==> src/hdl/jkaof_pkg.sv <==
// Package for the JSON keyed-array object framer: types, constants and key table.
package jkaof_pkg;

    localparam int unsigned KeyLen = 7;

    localparam logic [7:0] ChQuote     = 8'h22;
    localparam logic [7:0] ChBackslash = 8'h5C;
    localparam logic [7:0] ChLBracket  = 8'h5B;
    localparam logic [7:0] ChRBracket  = 8'h5D;
    localparam logic [7:0] ChLBrace    = 8'h7B;
    localparam logic [7:0] ChRBrace    = 8'h7D;

    localparam logic [15:0] DepthMax = 16'hFFFF;

    localparam logic [7:0]  MaxObjectsRst     = 8'd5;
    localparam logic [15:0] MaxObjectBytesRst = 16'd3071;

    // register indexes of the configuration port
    localparam logic [7:0] RegMaxObjects     = 8'd0;
    localparam logic [7:0] RegMaxObjectBytes = 8'd1;

    typedef struct packed {
        logic [2:0]  key_match_pos;
        logic        awaiting_array;
        logic        in_array;
        logic        capturing;
        logic [15:0] nest_depth;
        logic        in_string;
        logic        after_backslash;
        logic        overflow_flag;
        logic [15:0] obj_byte_count;
        logic [7:0]  object_count;
        logic        stopped;
    } scan_state_t;

    typedef struct packed {
        logic       byte_valid;
        logic [7:0] out_byte;
        logic       object_end;
        logic       object_overflowed;
        logic [7:0] objects_done;
        logic       scan_stopped;
    } scan_result_t;

    // bytes of the literal "pages", quotes included
    function automatic logic [7:0] key_char(input logic [2:0] pos);
        logic [7:0] c;
        case (pos)
            3'd0:    c = ChQuote;
            3'd1:    c = 8'h70;
            3'd2:    c = 8'h61;
            3'd3:    c = 8'h67;
            3'd4:    c = 8'h65;
            3'd5:    c = 8'h73;
            3'd6:    c = ChQuote;
            default: c = 8'h00;
        endcase
        return c;
    endfunction

endpackage

==> src/hdl/json_keyed_array_object_framer_unit.sv <==
// Top level of the JSON keyed-array object framer: state, config and output register.
//
//  channel  | dir | handshake            | payload
//  ---------+-----+----------------------+-------------------------------------------
//  s_       | in  | s_tvalid / s_tready  | tdata: in_byte; tuser: stream_start
//  m_       | out | m_tvalid / m_tready  | tdata: out_byte, objects_done; tlast:
//           |     |                      | object_end; tuser: byte_valid,
//           |     |                      | object_overflowed, scan_stopped
//  cfg_     | in  | cfg_wr_en            | cfg_index, cfg_wdata (no read-back)
//
// One beat per cycle unless stalled: each input beat makes exactly one beat out next cycle.
// The scan step is a single pass of compare/increment logic from the state
// register into the state and output registers.
// s_tready is high while the output register is empty or being drained.
// Reset (aresetn low, synchronous) clears scan state, empties the output
// register and loads the default limits (5 objects, 3071 bytes).
module json_keyed_array_object_framer_unit import jkaof_pkg::*; (
    input  logic        aclk,
    input  logic        aresetn,
    // input stream
    input  logic        s_tvalid,
    output logic        s_tready,
    input  logic [7:0]  s_tdata,   // [7:0] in_byte
    input  logic [0:0]  s_tuser,   // [0] stream_start
    // result stream
    output logic        m_tvalid,
    input  logic        m_tready,
    output logic [15:0] m_tdata,   // [7:0] out_byte, [15:8] objects_done
    output logic        m_tlast,   // object_end
    output logic [2:0]  m_tuser,   // [0] byte_valid, [1] object_overflowed, [2] scan_stopped
    // configuration writes
    input  logic        cfg_wr_en,
    input  logic [7:0]  cfg_index,
    input  logic [15:0] cfg_wdata
);

    scan_state_t  state_reg;
    scan_state_t  state_next;
    scan_result_t res_next;
    scan_result_t res_reg;
    logic         out_valid_reg;
    logic [7:0]   max_objects_reg;
    logic [15:0]  max_object_bytes_reg;
    logic         s_accept;

    // output register frees up in the same cycle it is taken
    assign s_tready = !out_valid_reg || m_tready;
    assign s_accept = s_tvalid && s_tready;

    jkaof_step u_step (
        .cur              (state_reg),
        .in_byte          (s_tdata),
        .stream_start     (s_tuser[0]),
        .max_objects      (max_objects_reg),
        .max_object_bytes (max_object_bytes_reg),
        .nxt              (state_next),
        .res              (res_next)
    );

    // scan state and limits
    always_ff @(posedge aclk) begin
        if (!aresetn) begin
            state_reg <= '0;
            max_objects_reg <= MaxObjectsRst;
            max_object_bytes_reg <= MaxObjectBytesRst;
        end else begin
            if (s_accept) begin
                state_reg <= state_next;
            end
            if (cfg_wr_en) begin
                case (cfg_index)
                    RegMaxObjects:     max_objects_reg <= cfg_wdata[7:0];
                    RegMaxObjectBytes: max_object_bytes_reg <= cfg_wdata;
                    default: ;  // unknown index: dropped
                endcase
            end
        end
    end

    // output valid flag
    always_ff @(posedge aclk) begin
        if (!aresetn) begin
            out_valid_reg <= 1'b0;
        end else if (s_accept) begin
            out_valid_reg <= 1'b1;
        end else if (m_tready) begin
            out_valid_reg <= 1'b0;
        end
    end

    // output payload, no reset needed
    always_ff @(posedge aclk) begin
        if (s_accept) begin
            res_reg <= res_next;
        end
    end

    assign m_tvalid = out_valid_reg;
    assign m_tdata  = {res_reg.objects_done, res_reg.out_byte};
    assign m_tlast  = res_reg.object_end;
    assign m_tuser  = {res_reg.scan_stopped, res_reg.object_overflowed, res_reg.byte_valid};

endmodule

==> src/hdl/jkaof_step.sv <==
// Per-byte scan step: next scan state and result for one input byte.
module jkaof_step import jkaof_pkg::*; (
    input  scan_state_t  cur,
    input  logic [7:0]   in_byte,
    input  logic         stream_start,
    input  logic [7:0]   max_objects,
    input  logic [15:0]  max_object_bytes,
    output scan_state_t  nxt,
    output scan_result_t res
);

    scan_state_t s0;
    logic        room;
    logic        valid;
    logic        close_obj;
    logic        in_object;
    logic [15:0] depth_dec;

    always_comb begin
        s0 = stream_start ? '0 : cur;
        nxt = s0;
        valid = 1'b0;
        close_obj = 1'b0;
        in_object = 1'b0;
        room = s0.obj_byte_count < max_object_bytes;
        depth_dec = s0.nest_depth - 16'd1;

        if (s0.stopped) begin
            // byte ignored
        end else if (!s0.in_array) begin
            if (s0.awaiting_array) begin
                if (in_byte == ChLBracket) begin
                    nxt.in_array = 1'b1;
                end
            end else if ({29'd0, s0.key_match_pos} < KeyLen
                         && in_byte == key_char(s0.key_match_pos)) begin
                nxt.key_match_pos = s0.key_match_pos + 3'd1;
                if ({29'd0, nxt.key_match_pos} == KeyLen) begin
                    nxt.awaiting_array = 1'b1;
                end
            end else begin
                nxt.key_match_pos = (in_byte == ChQuote) ? 3'd1 : 3'd0;
            end
        end else if (!s0.capturing) begin
            if (in_byte == ChLBrace) begin
                // length restarts at zero, so room is just a nonzero limit
                room = max_object_bytes != 16'd0;
                nxt.capturing = 1'b1;
                nxt.nest_depth = 16'd1;
                nxt.in_string = 1'b0;
                nxt.after_backslash = 1'b0;
                nxt.obj_byte_count = room ? 16'd1 : 16'd0;
                nxt.overflow_flag = !room;
                valid = room;
                in_object = 1'b1;
            end
        end else begin
            in_object = 1'b1;
            valid = room;
            if (room) begin
                nxt.obj_byte_count = s0.obj_byte_count + 16'd1;
            end else begin
                nxt.overflow_flag = 1'b1;
            end
            if (s0.in_string) begin
                if (s0.after_backslash) begin
                    nxt.after_backslash = 1'b0;
                end else if (in_byte == ChBackslash) begin
                    nxt.after_backslash = 1'b1;
                end else if (in_byte == ChQuote) begin
                    nxt.in_string = 1'b0;
                end
            end else if (in_byte == ChQuote) begin
                nxt.in_string = 1'b1;
            end else if (in_byte == ChLBrace || in_byte == ChLBracket) begin
                if (s0.nest_depth < DepthMax) begin
                    nxt.nest_depth = s0.nest_depth + 16'd1;
                end
            end else if (in_byte == ChRBrace || in_byte == ChRBracket) begin
                nxt.nest_depth = depth_dec;
                if (depth_dec == 16'd0) begin
                    close_obj = 1'b1;
                    nxt.capturing = 1'b0;
                    if (!nxt.overflow_flag && s0.object_count < max_objects) begin
                        nxt.object_count = s0.object_count + 8'd1;
                    end
                    if (nxt.object_count >= max_objects) begin
                        nxt.stopped = 1'b1;
                    end
                end
            end
        end

        res.byte_valid = valid;
        res.out_byte = valid ? in_byte : 8'd0;
        res.object_end = close_obj;
        res.object_overflowed = in_object && nxt.overflow_flag;
        res.objects_done = nxt.object_count;
        res.scan_stopped = nxt.stopped;
    end

endmodule

==> config.mk <==
export PLATFORM = sky130hd
export DESIGN_NAME = json_keyed_array_object_framer_unit
export DESIGN_NICKNAME = d
export VERILOG_FILES = /design/src/hdl/jkaof_pkg.sv /design/src/hdl/json_keyed_array_object_framer_unit.sv /design/src/hdl/jkaof_step.sv
export SDC_FILE = /design/constraint.sdc
export NUM_CORES = 1
export LEC_CHECK = 0
export BUFFER_PORTS_ARGS = -buffer_cell sky130_fd_sc_hd__buf_2
export CAP_MARGIN = 10
export CORE_MARGIN = 10
export CORE_UTILIZATION = 45
export CTS_CLUSTER_SIZE = 12
export DETAILED_ROUTE_END_ITERATION = 16
export GPL_TIMING_DRIVEN = 0
export PLACE_DENSITY = 0.65
export SLEW_MARGIN = 15
export SYNTH_ARGS = -nofsm -noshare
export SYNTH_HDL_FRONTEND = slang
export SYNTH_SLANG_ARGS = --single-unit
==> constraint.sdc <==
create_clock -name aclk -period 5 [get_ports aclk]
set_input_delay 0.25 -clock aclk [delete_from_list [all_inputs] [get_ports aclk]]
set_output_delay 0.25 -clock aclk [all_outputs]
set_load 0.02 [all_outputs]
==> results.md, run 1 <==
- Pwr Total: between 1500 and 2000 uW
- # Post-CTS Setup Buffers: 0
- Pre-CTS WS: -2.146 ns
- Die Span Y: around 140 um
- Worst path arrival time: 4.96 ns
- Outcome: completed
- Most used DFF post-synth: dfxtp_1
- Crit path from: s_tuser
- Die ar.: approximately 21000 sq um
- Root Driver: clkbuf_16
- Synth Area per Inst: 7.859 sq um
- Power per cell area: a little over 200 nW/um^2
- DRT Pass-1 Iters: 5
- Setup TNS: 0 ns
- Routed WL: 22930 um
- Ant. Diodes: 0
- Final count of hold timing violations: 0
- Minimum clock period after layout: 4.682 ns
- Final worst-path cycle share: between 90 and 100%
- Global-route wire length before repair: 36540 um
- Worst-skew pair later-pin latency: 0.36 ns
- Synth Register Bits: 95
- 1st-iter DRT viols: between 600 and 700
- Metal3 WL: 1986 um
- Top-count cell post-synth: nand2_1
- CP max FO: 20
- Worst setup margin: 0.3184 ns
- Routed vias: roughly 7200
- Metal-1 WL: 9919 um
- DR WL met2: 10330 um
- Gate Count Post-Synth: 893
- Top sig layer: met4
- F_max: approximately 210 MHz
- CTS tree: built
- Nature of the critical path endpoint: flop
- Clock buffer depth: 2
- Hold WC Path Type: in2reg
- Synth async-reset ratio: 0%
- GR Overflow Total: 0
- Share of post-route cells with drive strength above 1: 10.30%
- CTS buffer count: 9
- Port bufs: between 50 and 60
- Placed Instance Area: approximately 7600 sq um
- Seq/Total Area, Yosys: between 20% and 30%
- H-Tree Depth: 3
- Commonest cells in the netlist: nand2_1 (88), dfxtp_1 (75), nor2_1 (71)
- R2R depth: 15
- Area Growth Syn to Fin: 12.30%
- Final setup violation count: 0
- RR Startpoint: state_reg[15]
- # DRC: 0
- EDFF count, synth: 20
- Max FFs per register: 50
- Initial Util: 45.99%
- RSZ-0062 raised after global routing: false
- Worst vdd ir: 0.0001715 V
- Worst-margin pin slew: between 1 and 1.5 ns
- Synth cell types: 76
- Clk slew on worst S/H paths: 0.07 ns
- Leak: 0.003158 uW
- Max_cap viols: 0
- CP Launch Type: primary input
- Antenna Nets Post-Route: 0
- R2R Setup Slk: between 0.9 and 1 ns
- Largest net degree at the start of global routing: 30
- Die width: between 100 and 150 um
- Synth area leader: dfxtp_1
- Core area: roughly 15000 sq um
- Post-Syn Area: 7018 sq um
- Synth area leaders: dfxtp_1 (21%), edfxtp_1 (8.6%), ha_1 (7.1%), nand2_1 (4.7%), mux2i_1 (4.3%)
- Vias per inst: 6.166
- # rows: 45
- Top cell type's share of synthesized area: about a fifth
- Routed length per instance: 19.56 um
- HP Start: cfg_wdata[8]
- CP required: roughly 5.3 ns
- Post-route cell area: 7881 sq um
- Post-DP HPWL: between 15000 and 20000 um
- Clk_skew: 0.007619 ns
- Gr usage total: 22.14%
- Net count, final: between 1000 and 1500
- WHS Endpoint: max_object_bytes_reg[8]
- Routability cong.: 0.9752
- Worst slew margin: 13.13%
- Initial antenna violation count: 0
- Worst Setup Path Type: in2reg
- Worst hold stages: 3
- I/O pin count: 60
- Reg2reg end: m_tuser[2]
- Slew Viols, Final: 0
- Post-Syn Nets: 971
- Clock Sinks: 95
- Number of global-route vias before repair: slightly below 7000
- YS warnings: 0
## area by class of cell
| class | count | area [sq um] |
|---|---|---|
| Clock inverter | 7 | 61.31 |
| Timing Repair Buffer | 56 | 282.8 |
| Sequential cell | 95 | 2102 |
| Fill cell | 1513 | 7377 |
| Multi-Input combinational cell | 695 | 4553 |
| Tap cell | 211 | 264.0 |
| Buffer | 47 | 197.7 |
| Inverter | 52 | 195.2 |
| Clock buffer | 9 | 225.2 |
## through the flow
stage          cells  hold slack [ns]  utilization, %
3_3_place_gp    1160           0.4487           49.60
6_report        1172          0.09733           51.65
5_1_grt         1172           0.1041           51.65
4_1_cts         1173          0.08576           51.57
3_5_place_dp    1160           0.4580           49.64
2_1_floorplan    893           0.3751               -
## how the worst max path moves through the flow
| stage | endpoint | cells past startpoint |
|---|---|---|
| after global placement | m_tuser[2] | 20 |
| final | state_reg[0] | 17 |
| after global routing | m_tuser[2] | 19 |
| after CTS | m_tuser[2] | 20 |
| after floorplan | m_tuser[2] | 22 |
| after detailed placement | m_tuser[2] | 23 |
## logic make-up after synthesis
kind of cell / count (synthesis) / share of synthesized area (%)
and+or+nand+nor: 389 / 29.58
buffers and inverters: 103 / 5.670
DFF: 95 / 29.95
xor gates and xnor gates: 19 / 2.371
muxes: 33 / 4.760
adders and majority gates: 41 / 7.274
AOI/OAI and AO/OA: 213 / 20.40
## layer usage
metal  track usage (%)  up-vias
li1                  -     3446
met1             29.01     3377
met4             8.617        0
met5                 0        -
met3             4.596       58
met2             34.88      345
## timing repair
action / in CTS / in global routing
hold buffers: 0 / 0
endpoints found under the hold margin: 0 / 0
setup endpoints to repair: 45 / 2
resized for setup: 7 / 3
## where the power goes
| part | internal, uW | leakage [uW] | total (uW) | switching (uW) |
|---|---|---|---|---|
| clock network | 350 | 0.000144 | 698 | 348 |
| registers | 791 | 0.000806 | 794 | 2.93 |
| logic | 40.7 | 0.00221 | 147 | 106 |
| total | 1180 | 0.00316 | 1640 | 457 |
## cells in the final DEF (no fill, tap or decap), types with 11 or more instances in the layout
cell type  count
nor2b_1       27
nand2b_1      12
and2_1        18
edfxtp_1      20
inv_1         50
ha_1          40
nand4_1       14
a21oi_1       47
o21ai_0       50
nor3_1        26
and3_1        14
nand3_1       39
buf_2         55
nand2_1       88
nor2_1        71
nor4_1        24
mux2i_1       30
dfxtp_1       75
a211oi_1      13
clkbuf_1      38
or4_1         11
a31oi_1       16
## critical path: stages
cell and delay, ns:
buf_4 0.25, clkinv_1 0.50, clkbuf_1 0.45, nand2_1 0.27, inv_1 0.07, ha_1 0.30, a2111oi_0 0.53, and2_1 0.31
and4_1 0.36, nand2_1 0.10, xnor2_1 0.15, ha_1 0.30, nand3_1 0.07, o21ai_0 0.20, o41ai_2 0.11, or4_1 0.57
a21oi_1 0.17
Note: power is estimated with default switching activity, not from simulation.
==> run 2, diff against run 1 <==
--- a/config.mk
+++ b/config.mk
@@ -7,3 +7,3 @@
 export LEC_CHECK = 0
-export BUFFER_PORTS_ARGS = -buffer_cell sky130_fd_sc_hd__buf_2
+export BUFFER_PORTS_ARGS = -buffer_cell sky130_fd_sc_hd__clkbuf_2
 export CAP_MARGIN = 10
--- a/constraint.sdc
+++ b/constraint.sdc
@@ -3,2 +3,2 @@
 set_output_delay 0.25 -clock aclk [all_outputs]
-set_load 0.02 [all_outputs]
+set_load 0.005 [all_outputs]
==> run 2 against run 1 <==
Effect of this change:
- critical path depth grew 2
- wire length grew 1.9%
- register-to-register slack got worse by 0.03 ns
- flip-flop and latch count did not move
- hold slack improved by 0.0069 ns
- largest cell class unchanged
- highest routed layer unchanged
==> results.md, run 2 (synthesized netlist as in run 1, its figures left out) <==
- Outcome: completed
- Clk slew on worst S/H paths: 0.07 ns
- Slew Viols, Final: 0
- Vias per inst: 6.235
- I/O pin count: 60
- Worst path max stage delay: around 0.44 ns
- CP required: 5.09 ns
- CP max FO: 20
- Max_cap viols: 0
- Area Growth Syn to Fin: 12.25%
- # rows: 45
- Worst slew margin: 22.79%
- Buffers & Inverters on Critical Path: 4
- Root Driver: clkbuf_16
- Port bufs: between 50 and 60
- Worst vdd ir: 0.0001541 V
- Reg2reg end: m_tuser[2]
- Most frequent cells in the layout: nand2_1 (88), dfxtp_1 (75), nor2_1 (71)
- Worst-margin pin slew: 1.148 ns
- DRT Pass-1 Iters: 6
- Worst Setup Path Type: in2reg
- Commonest non-fill, non-tap cell in the layout: nand2_1
- F_max: 215.4 MHz
- Final setup violation count: 0
- Die width: about 140 um
- # DRC: 0
- Nature of the critical path endpoint: flop
- Routability cong.: 0.9711
- Net count, final: 1034
- Clock buffer depth: 2
- Power per cell area: ~200 nW/um^2
- Max FFs per register: 50
- DR WL met2: 10680 um
- Worst setup margin: 0.3569 ns
- Final worst-path cycle share: 92.86%
- Post-route cell area: about 7900 sq um
- Critical path, cell by cell: clkbuf_4 -> buf_4 -> clkbuf_4 -> clkbuf_2 -> nor2_1 -> ha_1 -> and3_1 -> o21a_1 -> a211o_1 -> or3_4 -> nor2_1 -> xnor2_1 -> ha_1 -> nand2b_1 -> a21o_1 -> a21oi_1 -> o21ai_0 -> o41ai_2 -> o32ai_1
- Worst-skew pair later-pin latency: 0.36 ns
- Worst path arrival time: 4.73 ns
- R2R Setup Slk: 0.91 ns
- Share of post-route cells with drive strength above 1: 10.30%
- Cell family with most CP delay: compound AO/OA/AOI/OAI gates
- Hold WC Path Type: in2reg
- Antenna Nets Post-Route: 0
- Die ar.: 20990 sq um
- Die Span Y: roughly 140 um
- Placed Instance Area: 7581 sq um
- CTS buffer count: 9
- # Post-CTS Setup Buffers: 0
- R2R depth: 15
- Final Util: roughly half
- Metal3 WL: 1860 um
- Pre-CTS WS: -2.143 ns
- Initial Util: 45.99%
- Gr usage total: 22.39%
- WHS Endpoint: max_object_bytes_reg[11]
- Post-DP HPWL: 17400 um
- Leak: 0.003155 uW
- Core area: 15260 sq um
- Clock Sinks: 95
- CP Launch Type: primary input
- Largest net degree at the start of global routing: 30
- H-Tree Depth: 3
- Worst hold stages: 3
- RSZ-0062 raised after global routing: false
- Minimum clock period after layout: 4.643 ns
- Final count of hold timing violations: 0
- Routed vias: 7308
- Metal-1 WL: a little over 10000 um
- Post-CTS Hold Fix Bufs: 0
- Ant. Diodes: 0
- Routed WL: 23350 um
- Clk_skew: between 0.007 and 0.008 ns
- Routed length per instance: ~20 um
- Global-route wire length before repair: 37180 um
- Initial antenna violation count: 0
- Slowest-stage cell, CP: or3_4
- HP Start: cfg_wdata[11]
- GR Overflow Total: 0
- Top sig layer: met4
- RR Startpoint: state_reg[15]
- CTS tree: built
- 1st-iter DRT viols: about 900
- Number of global-route vias before repair: 6931
-- run 2: worst max-delay path by stage --
stage                     startpoint            to  slack (ns)  cells after the start
final                        s_tuser    m_tuser[2]        0.36                     19
after global routing         s_tuser  state_reg[0]        0.06                     20
after CTS                    s_tuser    m_tuser[2]        0.07                     20
after detailed placement     s_tuser    m_tuser[2]       -2.14                     23
after global placement       s_tuser    m_tuser[2]       -2.49                     20
after floorplan              s_tuser    m_tuser[2]        0.05                     22
-- run 2: report_power, final --
part	switching (uW)	internal, uW
registers	3.40	791
clock network	332	344
logic	97.7	40.4
total	433	1180
-- run 2: what timing repair did --
| action | 4_1_cts | 5_1_grt |
|---|---|---|
| gates resized for setup | 8 | 5 |
| gates cloned | 0 | 0 |
| endpoints found under the setup margin | 45 | 2 |
-- run 2: per-layer routing --
metal,up-vias,GRT usage [%]
li1,3442,-
met1,3462,29.07
met2,343,35.70
met3,61,4.172
met4,0,9.255
met5,-,0
-- run 2: final cells by class --
class                           instances  area (sq um)
Fill cell                            1516          7381
Multi-Input combinational cell        695          4558
Sequential cell                        95          2102
Timing Repair Buffer                   56         282.8
Tap cell                              211         264.0
Clock buffer                           11         232.7
Inverter                               52         198.9
Buffer                                 47         197.7
Clock inverter                          5         41.29
-- run 2: per-stage QoR --
step | total power, uW | hold WS, ns | cells | setup TNS, ns
finish | 1609 | 0.1042 | 1172 | 0
global route | 1650 | 0.09703 | 1172 | 0
CTS | 1615 | 0.09376 | 1173 | 0
detailed placement | 947.9 | 0.4485 | 1160 | -43.20
global placement | 946.5 | 0.4579 | 1160 | -60.08
floorplan | 882.3 | 0.3751 | 893 | 0
-- run 2: worst register-to-register path, cell delays in order, from the launching register on --
cell      delay (ns)
dfxtp_1         0.38
nor2b_1         0.34
ha_1            0.32
and3_1          0.19
o21ai_0         0.16
a21oi_1         0.16
or3_4           0.51
nor2_1          0.26
xnor2_1         0.16
ha_1            0.24
nand2b_1        0.14
a21o_1          0.17
a21oi_1         0.16
o21ai_0         0.14
o41ai_2         0.31
o32ai_1         0.20
==> run 3, diff against run 2 <==
==> constraint.sdc (replaced) <==
create_clock -name aclk -period 5 [get_ports aclk]
set_input_delay 0.75 -clock aclk [delete_from_list [all_inputs] [get_ports aclk]]
set_output_delay 0.75 -clock aclk [all_outputs]
set_load 0.005 [all_outputs]
==> run 3 against run 2 <==
Effect of this change:
- worst setup slack got worse by 0.15 ns
- non-clock buffer count increased by 2
- core utilization increased by 0.54 points
- die area unchanged
- global-route usage decreased by 0.50 points
- fmax decreased by 3.2%
- wire length decreased by 2.8%
- count of clock-buffer cells in the layout decreased by 2
- first-iteration DRC count decreased by 21%
- cell count increased by 0.17%
- critical path depth increased by 1
==> results.md, run 3 (synthesized netlist as in run 1, its figures left out) <==
- Initial Util: 45.99%
- Nature of the critical path endpoint: flop
- Die ar.: 20990 sq um
- Ant. Diodes: 0
- Root Driver: clkbuf_16
- CP required: 5.09 ns
- Routed WL: 22710 um
- CTS buffer count: 9
- Critical path, cell by cell: clkbuf_2 -> buf_4 -> buf_12 -> buf_12 -> buf_6 -> nor2_1 -> ha_1 -> and3_1 -> o21a_1 -> a211o_1 -> or3_4 -> nor2_4 -> xnor2_1 -> ha_1 -> nand2b_1 -> a21o_1 -> a21oi_1 -> o21ai_0 -> o41ai_2 -> o32ai_1
- F_max: approximately 210 MHz
- Post-DP HPWL: 17020 um
- Setup TNS: 0 ns
- Hold WC Path Type: reg2reg
- Buffers & Inverters on Critical Path: 5
- Power per cell area: between 200 and 250 nW/um^2
- Core area: 15260 sq um
- Worst-skew pair later-pin latency: around 0.36 ns
- CTS tree: built
- Global-route wire length before repair: ~37000 um
- Worst path arrival time: 4.89 ns
- Commonest non-fill, non-tap cell in the layout: nand2_1
- CP Launch Type: primary input
- Clock Sinks: between 90 and 100
- Port bufs: 56
- Gr usage total: about 22%
- Placed cells: 1160
- Final Non-Filler Cells: 1174
- FILL cells: roughly 1600
- Clk_skew: 0.01086 ns
- CP max FO: 19
- Die width: between 100 and 150 um
- Slowest-stage cell, CP: or3_4
- DRT Pass-1 Iters: 6
- Worst vdd ir: 0.0001449 V
- Number of global-route vias before repair: 6761
- Outcome: completed
- Worst setup margin: 0.2054 ns
- Cell family with most CP delay: compound AO/OA/AOI/OAI gates
- Max_cap viols: 0
- I/O pin count: 60
- H-Tree Depth: 3
- Routed vias: 7142
- Net count, final: 1036
- Slew Viols, Final: 0
- Clock buffer depth: 2
- Worst Setup Path Type: in2reg
- Worst path max stage delay: 0.47 ns
- Worst slew margin: a little over a fifth
- Most frequent cells in the layout: nand2_1 (88), dfxtp_1 (75), nor2_1 (70)
- Worst-margin pin slew: 1.170 ns
- Post-CTS Hold Fix Bufs: 0
- Clk slew on worst S/H paths: 0.08 ns
- Vias per inst: 6.083
- Flip-flop and latch area: 2102 sq um
- Share of post-route cells with drive strength above 1: 10.90%
- Routability cong.: 0.9611
- Final setup violation count: 0
- Pre-CTS WS: -1.553 ns
- Leak: between 0.003 and 0.004 uW
- Largest net degree at the start of global routing: 30
- Area Growth Syn to Fin: 13.42%
- Antenna Nets Post-Route: 0
- 1st-iter DRT viols: 711
- Final worst-path cycle share: 95.89%
- GR Overflow Total: 0
- # DRC: 0
- Multi-input gate area in the final layout: 4573 sq um
- Final count of hold timing violations: 0
- Max FFs per register: 50
- Minimum clock period after layout: around 4.8 ns
- Hold WS: 0.4642 ns
- # rows: between 40 and 50
- Initial antenna violation count: 0
- Die Span Y: 144.9 um
- RSZ-0062 raised after global routing: false
- Routed length per instance: between 15 and 20 um
-- run 3: what timing repair did --
action / CTS / global route
pin swaps: 0 / 2
setup endpoints to repair: 19 / 2
buffers inserted: 0 / 1
resized for setup: 7 / 17
-- run 3: final timing paths --
path / startpoint / endpoint / slack (ns) / cells after the start
min: state_reg[18] / state_reg[18] / 0.46 / 1
min reg2reg: state_reg[18] / state_reg[18] / 0.46 / 1
max reg2reg: state_reg[18] / m_tuser[2] / 0.83 / 15
max: s_tuser / m_tuser[2] / 0.21 / 20
-- run 3: layout make-up --
type | count | share of cell area (%)
repair buffers | 57 | 3.615
multi-input cells | 695 | 57.45
flip-flops and latches | 95 | 26.41
clock inverters | 7 | 0.8959
well taps | 211 | 3.317
plain buffers | 48 | 2.986
clock buffers | 9 | 2.829
inverters | 52 | 2.499
-- run 3: per-layer routing --
| metal | vias up | routed length (um) | track usage (%) |
|---|---|---|---|
| met4 | 0 | 470 | 7.181 |
| met3 | 44 | 1674 | 2.868 |
| met1 | 3350 | 10140 | 29.91 |
| met2 | 309 | 10430 | 34.78 |
| met5 | - | 0 | 0 |
| li1 | 3439 | - | - |
-- run 3: stage by stage --
stage | area [sq um] | utilization (%) | power (uW)
floorplan | 7036 | - | 883.1
global placement | 7580 | 49.68 | 946.9
detailed placement | 7586 | 49.72 | 947.3
CTS | 7905 | 51.81 | 1647
global route | 7960 | 52.17 | 1689
finish | 7960 | 52.17 | 1645
-- run 3: power breakdown --
group / switching, uW / total (uW) / internal, uW
Clock: 356 / 710 / 354
Combinational: 97.1 / 141 / 43.9
Sequential: 3.23 / 794 / 791
